## config.mk

```make
export PLATFORM = sky130hd
export DESIGN_NAME = cps_div_cell
export DESIGN_NICKNAME = d
export VERILOG_FILES = /design/src/cps_pkg.sv /design/src/cps_div_cell.sv
export SDC_FILE = /design/constraint.sdc
export NUM_CORES = 1
export LEC_CHECK = 0
export ABC_AREA = 1
export BUFFER_PORTS_ARGS = -buffer_cell sky130_fd_sc_hd__buf_2
export CAP_MARGIN = 30
export CELL_PAD_IN_SITES_DETAIL_PLACEMENT = 2
export CELL_PAD_IN_SITES_GLOBAL_PLACEMENT = 2
export CORE_UTILIZATION = 29
export CTS_CLUSTER_DIAMETER = 60
export DETAILED_ROUTE_END_ITERATION = 8
export GPL_TIMING_DRIVEN = 0
export PLACE_DENSITY_LB_ADDON = 0.1
export SLEW_MARGIN = 20
export SYNTH_ARGS = -nofsm -noshare
export SYNTH_HDL_FRONTEND = slang
export SYNTH_SLANG_ARGS = --single-unit
export TNS_END_PERCENT = 1
```

## constraint.sdc

```tcl
create_clock -name clk -period 0.96 [get_ports clk]
set_input_delay 0.096 -clock clk [delete_from_list [all_inputs] [get_ports clk]]
set_output_delay 0.096 -clock clk [all_outputs]
set_load 0.02 [all_outputs]
```

## src/cps_pkg.sv

```systemverilog
`timescale 1ns / 1ps
// ---------------------------------------------------------------------------
// cps_pkg: shared definitions for the closest point on segment block
// Widths, constants and the stage record that travels down the divider chain.
// ---------------------------------------------------------------------------
package cps_pkg;

    localparam int COORD_BITS     = 16;
    localparam int RATE_FRAC_BITS = 16;
    localparam int RATE_BITS      = RATE_FRAC_BITS + 1;
    localparam int DIFF_BITS      = COORD_BITS + 1;
    localparam int PROD_BITS      = 2 * DIFF_BITS;
    localparam int SUM_BITS       = PROD_BITS + 2;
    localparam int MUL_BITS       = DIFF_BITS + RATE_BITS + 1;

    localparam logic [RATE_BITS-1:0] RATE_ONE  = RATE_BITS'(1) << RATE_FRAC_BITS;
    localparam logic [RATE_BITS-1:0] RATE_ZERO = '0;
    localparam logic [MUL_BITS-1:0]  ROUND_HALF = MUL_BITS'(1) << (RATE_FRAC_BITS - 1);

    typedef enum logic [2:0] {
        SEL_ZERO = 3'b001,
        SEL_ONE  = 3'b010,
        SEL_DIV  = 3'b100
    } rate_sel_t;

    typedef struct packed {
        logic                                valid;
        logic [2:0][COORD_BITS-1:0]          start;
        logic [2:0][DIFF_BITS-1:0]           diff;
        logic [SUM_BITS-1:0]                 rem;
        logic [SUM_BITS-1:0]                 den;
        logic [RATE_FRAC_BITS-1:0]           quo;
        rate_sel_t                           sel;
        logic                                on_segment;
        logic                                degenerate;
    } cps_stage_t;

endpackage

```

## src/cps_div_cell.sv

```systemverilog
`timescale 1ns / 1ps
// ---------------------------------------------------------------------------
// cps_div_cell: one restoring division step
// Shifts the remainder, subtracts the squared length when it fits and appends
// one quotient bit, then hands the record to the next cell.
// ---------------------------------------------------------------------------
module cps_div_cell
    import cps_pkg::*;
(
    input  logic        clk,
    input  logic        rst_n,
    input  logic        advance,
    input  cps_stage_t  stage_in,
    output cps_stage_t  stage_out
);

    logic                valid_reg;
    cps_stage_t          stage_reg;
    cps_stage_t          stage_next;
    logic [SUM_BITS-1:0] shifted;
    logic                fits;

    always_comb
    begin
        shifted        = {stage_in.rem[SUM_BITS-2:0], 1'b0};
        fits           = (shifted >= stage_in.den);
        stage_next     = stage_in;
        stage_next.rem = fits ? (shifted - stage_in.den) : shifted;
        stage_next.quo = {stage_in.quo[RATE_FRAC_BITS-2:0], fits};
    end

    always_ff @(posedge clk or negedge rst_n)
    begin
        if (!rst_n)
            valid_reg <= 1'b0;
        else if (advance)
            valid_reg <= stage_next.valid;
    end

    always_ff @(posedge clk)
    begin
        if (advance)
            stage_reg <= stage_next;
    end

    always_comb
    begin
        stage_out       = stage_reg;
        stage_out.valid = valid_reg;
    end

endmodule

```

# Word-level counts from Yosys, hierarchy flattened

Cells that the tools add are included.

Mux-type cells: 1
$lt $le $gt $ge: 1
Add/subtract/negate cells: 1

Operator list:

| kind           | count |
|---|---|
| $ge 36x36->1   | 1 |
| $mux 36        | 1 |
| $sub 36x36->36 | 1 |

Logic and storage cells: 17
Input bits: 196
Output and inout bits: 193
Register bits after elaboration: 193

# Longest topological paths before layout

Word-level depth: 2
Gate-level depth with buffers: 16
Gate-level depth less buffers: 15

# Worst setup path after synthesis

No wires, ideal clock.

Kind: input -> register
Start: input stage_in[21] (netlist bit)
End: register stage_reg, in the netlist stage_out[57] (data pin)
Cell stages on the path: 13
Arrival time: 1.614 ns
Required time: 0.703 ns
Setup slack: -0.911 ns
Cells stage by stage: inv_1 -> fa_1 -> nand3_1 -> nand3_2 -> nand3_2 -> nand3b_4 -> nand2_2 -> nand2_2 -> nand2_4 -> nand2_8 -> inv_8 -> buf_12 -> nor2_2

Word-level cells in the longest chain between the ends: 1
Elaborated cells on any way between the ends: 2

RTL lines:

| item                                                  | RTL line                               | source |
|---|---|---|
| start: declaration                                    | cps_div_cell.sv:13                     | `input cps_stage_t stage_in,` |
| $sub 36x36->36 / $ge 36x36->1 (equally long branches) | cps_div_cell.sv:28, cps_div_cell.sv:26 |  |
| end signal: assignment                                | cps_div_cell.sv:43                     | `stage_reg <= stage_next;` |
| end: declaration                                      | cps_div_cell.sv:18                     | `cps_stage_t stage_reg;` |

Parallel ways exist; a longest one is shown, timed or not.
A chain may end at the register's enable or synchronous reset.

==> impl_metrics.ini <==
[sta]
hold_ws_ps = -0.462
final.setup_skew_ps = 0
hold_viol = 1
post-route-period-util = 1.75
min_period_ps = 1680
tightest_slew_ps = 499
drv_slew = 0
slew-limit-headroom = 0.668
setup_viol = 320
rsz0062_at_grt = yes
worst_slack_ps = -725
fmax_ghz = 0.594
finalSetupTns_ps = -61400

[floorplanning]
fp-row-count = 65
die_w_um = 182
chipHeight_um = 182
core_um2 = 31700
dieArea_um2 = 33200
start_util = 0.297
ios = 389

[logic_synthesis]
syn_area_um2 = 9410
ys.warnings.count = 0
synth_edf_count = 192
yosys.area_share.simple = 0.220
synth-main-ff-cell = edfxtp_1
synth_fa_ha_area_frac = 0.0500
synth_top_family_by_area = simple AND/OR/NAND/NOR gates
avgSynthCellArea_um2 = 10.7
synth_compound_area_frac = 0.0261
synth-xor-area-share = 0.0177
synthCells = 882
synthMuxAreaShare = 0.00120
yosys_register_bits = 193
seq_area_frac_synth = 0.616
synth.distinct_cells = 35
async_flop_share = 0.00518
synth_fp_nets = 1115

[placed_design]
hpwl_um = 28400
io_buffers = 386
gp_congestion = 0.798

[grt]
grt_max_degree = 91
gr-usage-all-layers = 0.272
antenna_found_initial = 7
grt_overflow = 0
grt_pass1_wl_um = 65300
grt_pass1_vias = 9774

[worst_setup_path]
required_ps = 1170
startpoint_type = input port
crit_fanout = 8
crit_arrival_ps = 1890
critPathKind = input port to register
cp-startpoint = stage_in[36]
worstRegToRegCells = 1
r2r_start = valid_reg
crit_path_end_kind = register

[clock_tree]
cts_root_buffer = clkbuf_16
numCtsBuffers = 17
h-tree-depth = 4
clock_sink_count = 193
clockBufferDepth = 2
cts_tree = done
clkTransAtPathRegs_ps = 80
clkLatencyLatePin_ps = 450

[finish]
syn_to_final_growth_pct = 72.5
largest_register_ffs = 192
nNetsFinal = 1758
drive_gt1_frac = 0.443
num-fill-cells = 3231

[route]
viasPerCell = 4.65
wire_per_inst_um = 24.2
firstDrtPassIters = 4
remaining_drc_errors = 0
drt-initial-drc-count = 429
routed_wl_um = 47200
ant_nets = 0
dr_total_vias = 9061

[flow_run]
drv_cap = 0

[power_and_ir_drop]
cellPowerDensity_nw_per_um2 = 1600
p_leak_nw = 7.45
vdd_drop_max_uv = 1290
power_mw = 26.0

[hold_path]
min_path_cells = 1
hold_path_class = input port to register
worstHoldStart = advance

[outcome]
status = complete, but fails checks
violations = negative hold slack, negative setup slack
-- metal layers --
| metal | GRT usage | up-vias | wire, um |
|---|---|---|---|
| li1 | - | 4156 | - |
| met1 | 0.300 | 4504 | 18200 |
| met2 | 0.498 | 309 | 24300 |
| met3 | 0.0521 | 90 | 2150 |
| met4 | 0.135 | 2 | 2470 |
| met5 | 0 | - | 13 |
-- what timing repair did --
| item | CTS | global route |
|---|---|---|
| endpoints found under the setup margin | 320 | 320 |
| cloned | 3 | 1 |
| pin swaps | 14 | 37 |
| hold buffers | 193 | 1 |
| hold endpoints to repair | 220 | 1 |
| gates resized for setup | 197 | 124 |
| buffers inserted | 14 | 24 |
-- path summary, 6_finish.rpt --
kind / endpoint / slack (ps)
min reg2reg: valid_reg / 550
max: stage_out[69] / -720
min in group asynchronous: valid_reg / 510
max reg2reg: valid_reg / 190
min: stage_out[87] / -0.5
max in group asynchronous: valid_reg / 340
-- metrics by stage --
stage	area [um2]	util	std cells	hold WS (ps)	setup slack, ps
5_1_grt	16200	0.511	1942	0.861	-787
4_1_cts	15600	0.491	1914	-22.5	-661
2_1_floorplan	9430	-	882	-200	-776
3_5_place_dp	11900	0.376	1672	-128	-1390
3_3_place_gp	11900	0.374	1670	-129	-3040
6_report	16200	0.512	1947	-0.462	-725
-- cells in the final DEF, fill, tap and decap left out, types with 33 or more instances in the layout --
master / n
buf_2: 313
buf_4: 37
buf_6: 70
dlygate4sd3_1: 194
edfxtp_1: 192
inv_1: 120
nand2_1: 204
nand2_2: 78
nand2_4: 37
nand3_1: 33
nor2_1: 40
-- worst max-delay path, cell delays in order --
cell and delay [ps]:
buf_4 90, inv_2 60, ha_4 310, nand2_4 80, nor2_4 190, nand2_2 100
nor2_4 110, nand2_4 60, nand2_2 100, nand2_4 70, nand2_8 100, buf_12 130
clkinv_16 90, buf_16 160, nand2_4 60, nand2_2 70
-- synthesized netlist by cell type, types with 2 or more instances --
cell type | n | area (um2)
a21oi_1 | 26 | 130
buf_12 | 2 | 40.0
buf_4 | 3 | 22.5
edfxtp_1 | 192 | 5770
ha_1 | 36 | 450
inv_1 | 141 | 529
inv_2 | 4 | 15.0
nand2_1 | 257 | 965
nand2_2 | 42 | 263
nand2_4 | 20 | 225
nand3_1 | 39 | 195
nand3_2 | 2 | 20.0
nand3b_1 | 5 | 37.5
nand4_1 | 2 | 12.5
nor2_1 | 47 | 176
nor2_2 | 5 | 31.3
nor2_4 | 4 | 45.0
nor3_1 | 7 | 35.0
o21ai_0 | 11 | 55.1
o21bai_1 | 4 | 30.0
xor2_1 | 19 | 166
-- power by group --
group          switching [mW]  internal [mW]
sequential              0.344           10.2
combinational            4.34           3.20
clock                    3.95           3.99
-- final cells by class --
cell class                 instances  area [um2]  area share
buffer                             7         138     0.00848
inverter                         147         587      0.0362
multi-input combinational        535        3740       0.230
tap                              402         503      0.0310
timing repair buffer             624        4840       0.298
clock inverter                    15         188      0.0116
antenna                            7        17.5     0.00108
sequential                       193        5790       0.357
clock buffer                      17         425      0.0262
-- kinds of logic after synthesis --
family                     count (synthesis)
AOI/OAI and AO/OA                         44
xor gates and xnor gates                  19
adders and majority gates                 37
buffers and inverters                    154
DFF                                      193
muxes                                      1
and+or+nand+nor                          434
Note: power is estimated with default switching activity, not from simulation.
