--- config.mk ---
export PLATFORM = sky130hd
export DESIGN_NAME = cps_back_flat
export DESIGN_NICKNAME = d
export VERILOG_FILES = /design/src/cps_pkg.sv /design/src/cps_if.sv /design/src/cps_back.sv /design/src/flat_wrapper.sv
export SDC_FILE = /design/constraint.sdc
export NUM_CORES = 2
export LEC_CHECK = 0
export BUFFER_PORTS_ARGS = -buffer_cell sky130_fd_sc_hd__buf_2
export CAP_MARGIN = 20
export CORE_UTILIZATION = 50
export DETAILED_ROUTE_END_ITERATION = 10
export GPL_ROUTABILITY_DRIVEN = 0
export GPL_TIMING_DRIVEN = 0
export PLACE_DENSITY = 0.68
export SLEW_MARGIN = 40
export SYNTH_ARGS = -nofsm -noshare
export SYNTH_HDL_FRONTEND = slang
export SYNTH_SLANG_ARGS = --single-unit
--- constraint.sdc ---
create_clock -name clk -period 16.7 [get_ports clk]
set_input_delay 3.34 -clock clk [delete_from_list [all_inputs] [get_ports clk]]
set_output_delay 3.34 -clock clk [all_outputs]
set_load 0.01 [all_outputs]
--- src/cps_pkg.sv ---
`timescale 1ns / 1ps
// ---------------------------------------------------------------------------
// cps_pkg: shared definitions for the closest point on segment block
// Widths, constants and the stage record that travels down the divider chain.
// ---------------------------------------------------------------------------
package cps_pkg;

    localparam int COORD_BITS     = 16;
    localparam int RATE_FRAC_BITS = 16;
    localparam int RATE_BITS      = RATE_FRAC_BITS + 1;
    localparam int DIFF_BITS      = COORD_BITS + 1;
    localparam int PROD_BITS      = 2 * DIFF_BITS;
    localparam int SUM_BITS       = PROD_BITS + 2;
    localparam int MUL_BITS       = DIFF_BITS + RATE_BITS + 1;

    localparam logic [RATE_BITS-1:0] RATE_ONE  = RATE_BITS'(1) << RATE_FRAC_BITS;
    localparam logic [RATE_BITS-1:0] RATE_ZERO = '0;
    localparam logic [MUL_BITS-1:0]  ROUND_HALF = MUL_BITS'(1) << (RATE_FRAC_BITS - 1);

    typedef enum logic [2:0] {
        SEL_ZERO = 3'b001,
        SEL_ONE  = 3'b010,
        SEL_DIV  = 3'b100
    } rate_sel_t;

    typedef struct packed {
        logic                                valid;
        logic [2:0][COORD_BITS-1:0]          start;
        logic [2:0][DIFF_BITS-1:0]           diff;
        logic [SUM_BITS-1:0]                 rem;
        logic [SUM_BITS-1:0]                 den;
        logic [RATE_FRAC_BITS-1:0]           quo;
        rate_sel_t                           sel;
        logic                                on_segment;
        logic                                degenerate;
    } cps_stage_t;

endpackage

--- src/cps_if.sv ---


interface cps_out_if
    import cps_pkg::*;
();
    logic                         valid;
    logic                         ready;
    logic signed [COORD_BITS-1:0] near_x;
    logic signed [COORD_BITS-1:0] near_y;
    logic signed [COORD_BITS-1:0] near_z;
    logic        [RATE_BITS-1:0]  clamped_rate;
    logic                         on_segment;
    logic                         degenerate;

    modport source (
        output valid, near_x, near_y, near_z, clamped_rate, on_segment, degenerate,
        input  ready
    );
    modport sink (
        input  valid, near_x, near_y, near_z, clamped_rate, on_segment, degenerate,
        output ready
    );
endinterface

--- src/cps_back.sv ---
`timescale 1ns / 1ps
// ---------------------------------------------------------------------------
// cps_back: rate selection, scaling and output register
// Picks the clamped rate, scales the direction by it, rounds and offsets the
// start point, and holds the result until it is taken.
// ---------------------------------------------------------------------------
module cps_back
    import cps_pkg::*;
(
    input  logic        clk,
    input  logic        rst_n,
    input  cps_stage_t  stage_in,
    output logic        advance,
    cps_out_if.source   result
);

    logic [RATE_BITS-1:0]               rate;
    logic                               mvalid_reg;
    logic [2:0][COORD_BITS-1:0]         mstart_reg;
    logic [2:0][MUL_BITS-1:0]           mprod_reg;
    logic [2:0][MUL_BITS-1:0]           mprod_next;
    logic [RATE_BITS-1:0]               mrate_reg;
    logic                               monseg_reg;
    logic                               mdegen_reg;

    logic [2:0][MUL_BITS-1:0]           rounded;
    logic [2:0][COORD_BITS-1:0]         near_next;
    logic                               valid_reg;
    logic [2:0][COORD_BITS-1:0]         near_reg;
    logic [RATE_BITS-1:0]               rate_reg;
    logic                               onseg_reg;
    logic                               degen_reg;

    assign advance = !valid_reg || result.ready;

    always_comb
    begin
        unique case (stage_in.sel)
            SEL_ZERO: rate = RATE_ZERO;
            SEL_ONE:  rate = RATE_ONE;
            SEL_DIV:  rate = {1'b0, stage_in.quo};
            default:  rate = RATE_ZERO;
        endcase
        for (int i = 0; i < 3; i++)
            mprod_next[i] = MUL_BITS'($signed(stage_in.diff[i]) * $signed({1'b0, rate}));
    end

    always_comb
    begin
        for (int i = 0; i < 3; i++)
        begin
            rounded[i]   = MUL_BITS'($signed(mprod_reg[i] + ROUND_HALF) >>> RATE_FRAC_BITS);
            near_next[i] = mstart_reg[i] + rounded[i][COORD_BITS-1:0];
        end
    end

    always_ff @(posedge clk or negedge rst_n)
    begin
        if (!rst_n)
        begin
            mvalid_reg <= 1'b0;
            valid_reg  <= 1'b0;
        end
        else if (advance)
        begin
            mvalid_reg <= stage_in.valid;
            valid_reg  <= mvalid_reg;
        end
    end

    always_ff @(posedge clk)
    begin
        if (advance)
        begin
            mstart_reg <= stage_in.start;
            mprod_reg  <= mprod_next;
            mrate_reg  <= rate;
            monseg_reg <= stage_in.on_segment;
            mdegen_reg <= stage_in.degenerate;
            near_reg   <= near_next;
            rate_reg   <= mrate_reg;
            onseg_reg  <= monseg_reg;
            degen_reg  <= mdegen_reg;
        end
    end

    assign result.valid        = valid_reg;
    assign result.near_x       = near_reg[0];
    assign result.near_y       = near_reg[1];
    assign result.near_z       = near_reg[2];
    assign result.clamped_rate = rate_reg;
    assign result.on_segment   = onseg_reg;
    assign result.degenerate   = degen_reg;

endmodule

--- src/flat_wrapper.sv ---
// flat-port wrapper written by rule: the top's interface ports become plain ports
module cps_back_flat import cps_pkg::*;
  (clk, rst_n, stage_in, advance, result_valid, result_near_x, result_near_y, result_near_z, result_clamped_rate, result_on_segment, result_degenerate, result_ready);
  cps_out_if result_i ();
  input  logic clk;
  input  logic rst_n;
  input  cps_stage_t stage_in;
  output logic advance;
  output wire logic [$bits(result_i.valid)-1:0] result_valid;
  output wire logic [$bits(result_i.near_x)-1:0] result_near_x;
  output wire logic [$bits(result_i.near_y)-1:0] result_near_y;
  output wire logic [$bits(result_i.near_z)-1:0] result_near_z;
  output wire logic [$bits(result_i.clamped_rate)-1:0] result_clamped_rate;
  output wire logic [$bits(result_i.on_segment)-1:0] result_on_segment;
  output wire logic [$bits(result_i.degenerate)-1:0] result_degenerate;
  input wire logic [$bits(result_i.ready)-1:0] result_ready;
  assign result_valid = result_i.valid;
  assign result_near_x = result_i.near_x;
  assign result_near_y = result_i.near_y;
  assign result_near_z = result_i.near_z;
  assign result_clamped_rate = result_i.clamped_rate;
  assign result_on_segment = result_i.on_segment;
  assign result_degenerate = result_i.degenerate;
  assign result_i.ready = result_ready;
  cps_back u_core (.clk(clk), .rst_n(rst_n), .stage_in(stage_in), .advance(advance), .result(result_i));
endmodule
# Word-level counts from Yosys, hierarchy flattened
# Index checks and enable logic that the tools add are counted.
[totals]
wordCells = 31
output_inout_bits = 69
reg_bits = 232
[classes]
n_eq_ne = 2
add_sub_neg = 6
reduce_logical = 2
muxes = 1
multipliers = 3
[op_table]
columns = ["operator", "count"]
rows = [
  ["$add A32 B16 Y32 const B", 3],
  ["$mul A17 B18 Y32", 3],
  ["$add A16 B16 Y16", 3],
  ["$pmux W17 S2", 1],
  ["$eq A3 B2 Y1 const B", 1],
  ["$eq A3 B3 Y1 const B", 1],
  ["$logic_not A1 Y1", 1],
  ["$logic_or A1 B1 Y1", 1],
]

# Depth between registers and ports, before layout
[logic_depth]
depth_word = 3
depth_mapped = 26
mapped_depth_nobuf = 24

# Worst setup path before layout
# No wires, ideal clock.
[synth_path]
path_kind = "input to output"
from = "input result_ready"
to = "output advance"
slack_ns = 5.467
cell_stages = 1
required_ns = 13.360
t_arrival_ns = 7.893
path_cell_list = "nand2b_1"
[synth_between]
elab_chain_len = 1
[synth_lines]
columns = ["item", "line_no", "rtl"]
rows = [
  ["start: declaration", "flat_wrapper.sv:16", "input wire logic [$bits(result_i.ready)-1:0] result_ready;"],
  ["$logic_or A1 B1 Y1", "cps_back.sv:34", "assign advance = !valid_reg || result.ready;"],
  ["end: declaration", "flat_wrapper.sv:8", "output logic advance;"],
]
# No other way between the ends.

==> impl_metrics.toml <==
[outcome]
status = "completed"

[grt]
grt_max_degree = 41
grt.overflow.total = 0
groute.usage.overall = 0.2985
grt_pass1_wl_mm = 165.9
antenna_found_initial = 13
grt_pass1_vias = 28724

[logic_synthesis]
synth.most_common_cell = "inv_1"
yosys_warnings = 0
ys_seq_area_frac = 0.1546
synth_area_leader_cell = "fa_1"
synth_edf_count = 185
synthFlopType = "edfxtp_1"
synth_seq_cells = 187
synth_cells = 3766
synth_fp_nets = 5000
synth_top_area_share = 0.3710
synth.cell_area_um2 = 36260
synth_commonest_cells = "inv_1, fa_1, nand2_1"
avgSynthCellArea_um2 = 9.628
synth_area_leaders = "fa_1, edfxtp_1, ha_1, inv_1, and3_1"
netlist-cell-type-count = 78
async_flop_share = 0.01070

[floorplan]
ios = 265
die_x_um = 271.3
core_area_um2 = 71610
die-area_um2 = 73600
rows = 98
die_y_um = 271.3
start_util = 0.5063

[setup_path]
regToRegSetupSlack_ns = 13.24
required_ns = 16.93
crit_type = "in2reg"
crit_arrival_ns = 11.77
critPathCaptureType = "flip-flop"
path_max_fanout = 10
cp-start-kind = "input pin"

[route]
drt_iter0_markers = 2601
routed_via_density = 5.660
drc = 0
totalWireLength_mm = 106.2
first_pass_iters = 5
postRouteAntennaNets = 0
wl_per_cell_um = 21.47
via_count = 27999

[cts]
clock-sinks = 187
htreeDepth = 4
clk_latency_ns = 0.52
cts.clk_slew.worst_paths_ns = 0.09
postCtsHoldBufs = 0
cts-resized-gates = 0
cts_buffers = 17
clock_path_buffers = 2
cts-root-buf = "clkbuf_16"
post_cts_buffers = 0
cts_tree = "built"

[finish]
nNetsFinal = 5209
fin_area_um2 = 39130
drive_gt1_frac = 0.07146
largest_reg_flops = 51
layoutNonFillerInstCount = 4947
syn2layout_area_growth_pct = 7.930

[sta]
fin_crit_ns = 11.54
hold_viol = 0
max_freq_ghz = 0.08666
final-max-slew-violation-count = 0
rsz0062_at_grt = "false"
hold_slack_ns = 0.4131
fin_tns_setup_ns = 0
setup_viol = 0
fin_crit_sh = 0.6910
skew_ns = 0.02917
worst_pin_slew_ns = 0.9582
slew_headroom = 0.3612

[power_and_ir_drop]
leakage_uw = 0.02070
peakVddDrop_mv = 0.07867
pwr_density_cell_nw_per_um2 = 70.85

[placement]
dpl_cell_area_um2 = 38500
placedCellCount = 4906
dp_hpwl_mm = 86.02
io_buffers = 184

[worst_hold_path]
hp-class = "reg2reg"

[job]
maxCapViolCount = 0
==> routing by layer <==
metal | share of wire | track usage | up-vias | routed length [um]
met5 | 0.00087 | 0 | - | 92
li1 | - | - | 12255 | -
met3 | 0.11 | 0.08961 | 366 | 12170
met1 | 0.39 | 0.3883 | 13916 | 40920
met4 | 0.055 | 0.1425 | 14 | 5824
met2 | 0.44 | 0.4561 | 1448 | 47230
==> cell type report <==
type / count / area, um^2
Antenna cell: 9 / 22.52
Buffer: 184 / 719.4
Clock buffer: 17 / 425.4
Clock inverter: 15 / 178.9
Fill cell: 6504 / 32470
Inverter: 821 / 3082
Multi-Input combinational cell: 2574 / 26890
Sequential cell: 187 / 5605
Tap cell: 950 / 1189
Timing Repair Buffer: 190 / 1026
==> final timing paths <==
path,depth (start not counted),to,startpoint
max in group asynchronous,1,u_core.mvalid_reg,rst_n
min reg2reg,0,u_core.result.clamped_rate[6],u_core.mrate_reg[6]
max reg2reg,10,u_core.result.near_x[14],u_core.mprod_reg[15]
min in group asynchronous,1,u_core.result.valid,rst_n
min,0,u_core.result.clamped_rate[6],u_core.mrate_reg[6]
max,26,u_core.mprod_reg[99],stage_in[2]
==> where the power goes <==
| group | internal, uW | switching [uW] |
|---|---|---|
| clock | 215 | 245 |
| combinational | 628 | 880 |
| sequential | 733 | 72.4 |
| total | 1580 | 1200 |
==> stage by stage <==
stage	worst slack, ns	util	power (uW)
after floorplan	5.467	-	1898
after global placement	2.430	0.5358	2292
after detailed placement	4.780	0.5377	2313
after CTS	5.272	0.5461	2788
after global routing	4.939	0.5463	3005
final	5.160	0.5465	2773
==> layout by cell type, fill, tap and decap left out, drive strengths merged, types with 6 or more instances in the layout <==
cell type	Yosys	routed
o21ai	32	32
and3	427	427
fa	672	672
nor2	88	88
nand2	452	452
a21o	24	24
nand3	52	52
and2	38	38
or2	7	7
o31ai	10	10
nand4	11	11
clkbuf	172	190
a21oi	68	68
o21a	21	21
clkinv	3	9
nand2b	10	10
or3	8	8
ha	366	366
o21bai	12	12
nor2b	10	10
a211oi	15	15
diode	0	9
buf	12	201
xnor2	104	104
inv	818	825
nor3	36	36
o211ai	11	11
xor2	39	39
a2111oi	6	6
edfxtp	185	185
==> critical path, cell delays in order <==
cell and delay [ns]:
buf_2 0.11, nor3b_1 0.43, clkbuf_1 0.60, nand2_1 0.42, inv_1 0.16, clkbuf_1 0.64
buf_2 0.51, nand2_1 0.15, fa_1 0.53, fa_1 0.47, fa_1 0.55, inv_1 0.06
fa_1 0.44, fa_1 0.51, inv_1 0.05, fa_1 0.47, inv_1 0.04, ha_1 0.37
nand4_1 0.27, nor2_1 0.15, a211o_1 0.32, nand2b_1 0.15, o211ai_1 0.34, a31oi_2 0.20
a2111oi_2 0.36, a211oi_2 0.08
==> logic make-up (layout without fill, tap and decap cells) <==
| logic type | count (synthesis) | after routing | synth area share |
|---|---|---|---|
| AO/OA/AOI/OAI | 232 | 232 | 0.04741 |
| XOR/XNOR | 143 | 143 | 0.03454 |
| AND/OR/NAND/NOR | 1158 | 1158 | 0.1610 |
| other | 0 | 9 | 0 |
| buffers and inverters | 1005 | 1227 | 0.1042 |
| flip-flops | 187 | 187 | 0.1546 |
| multiplexers | 3 | 3 | 0.0008972 |
| adder cells (fa/ha/maj) | 1038 | 1038 | 0.4973 |
Note: power is estimated with default switching activity, not from simulation.
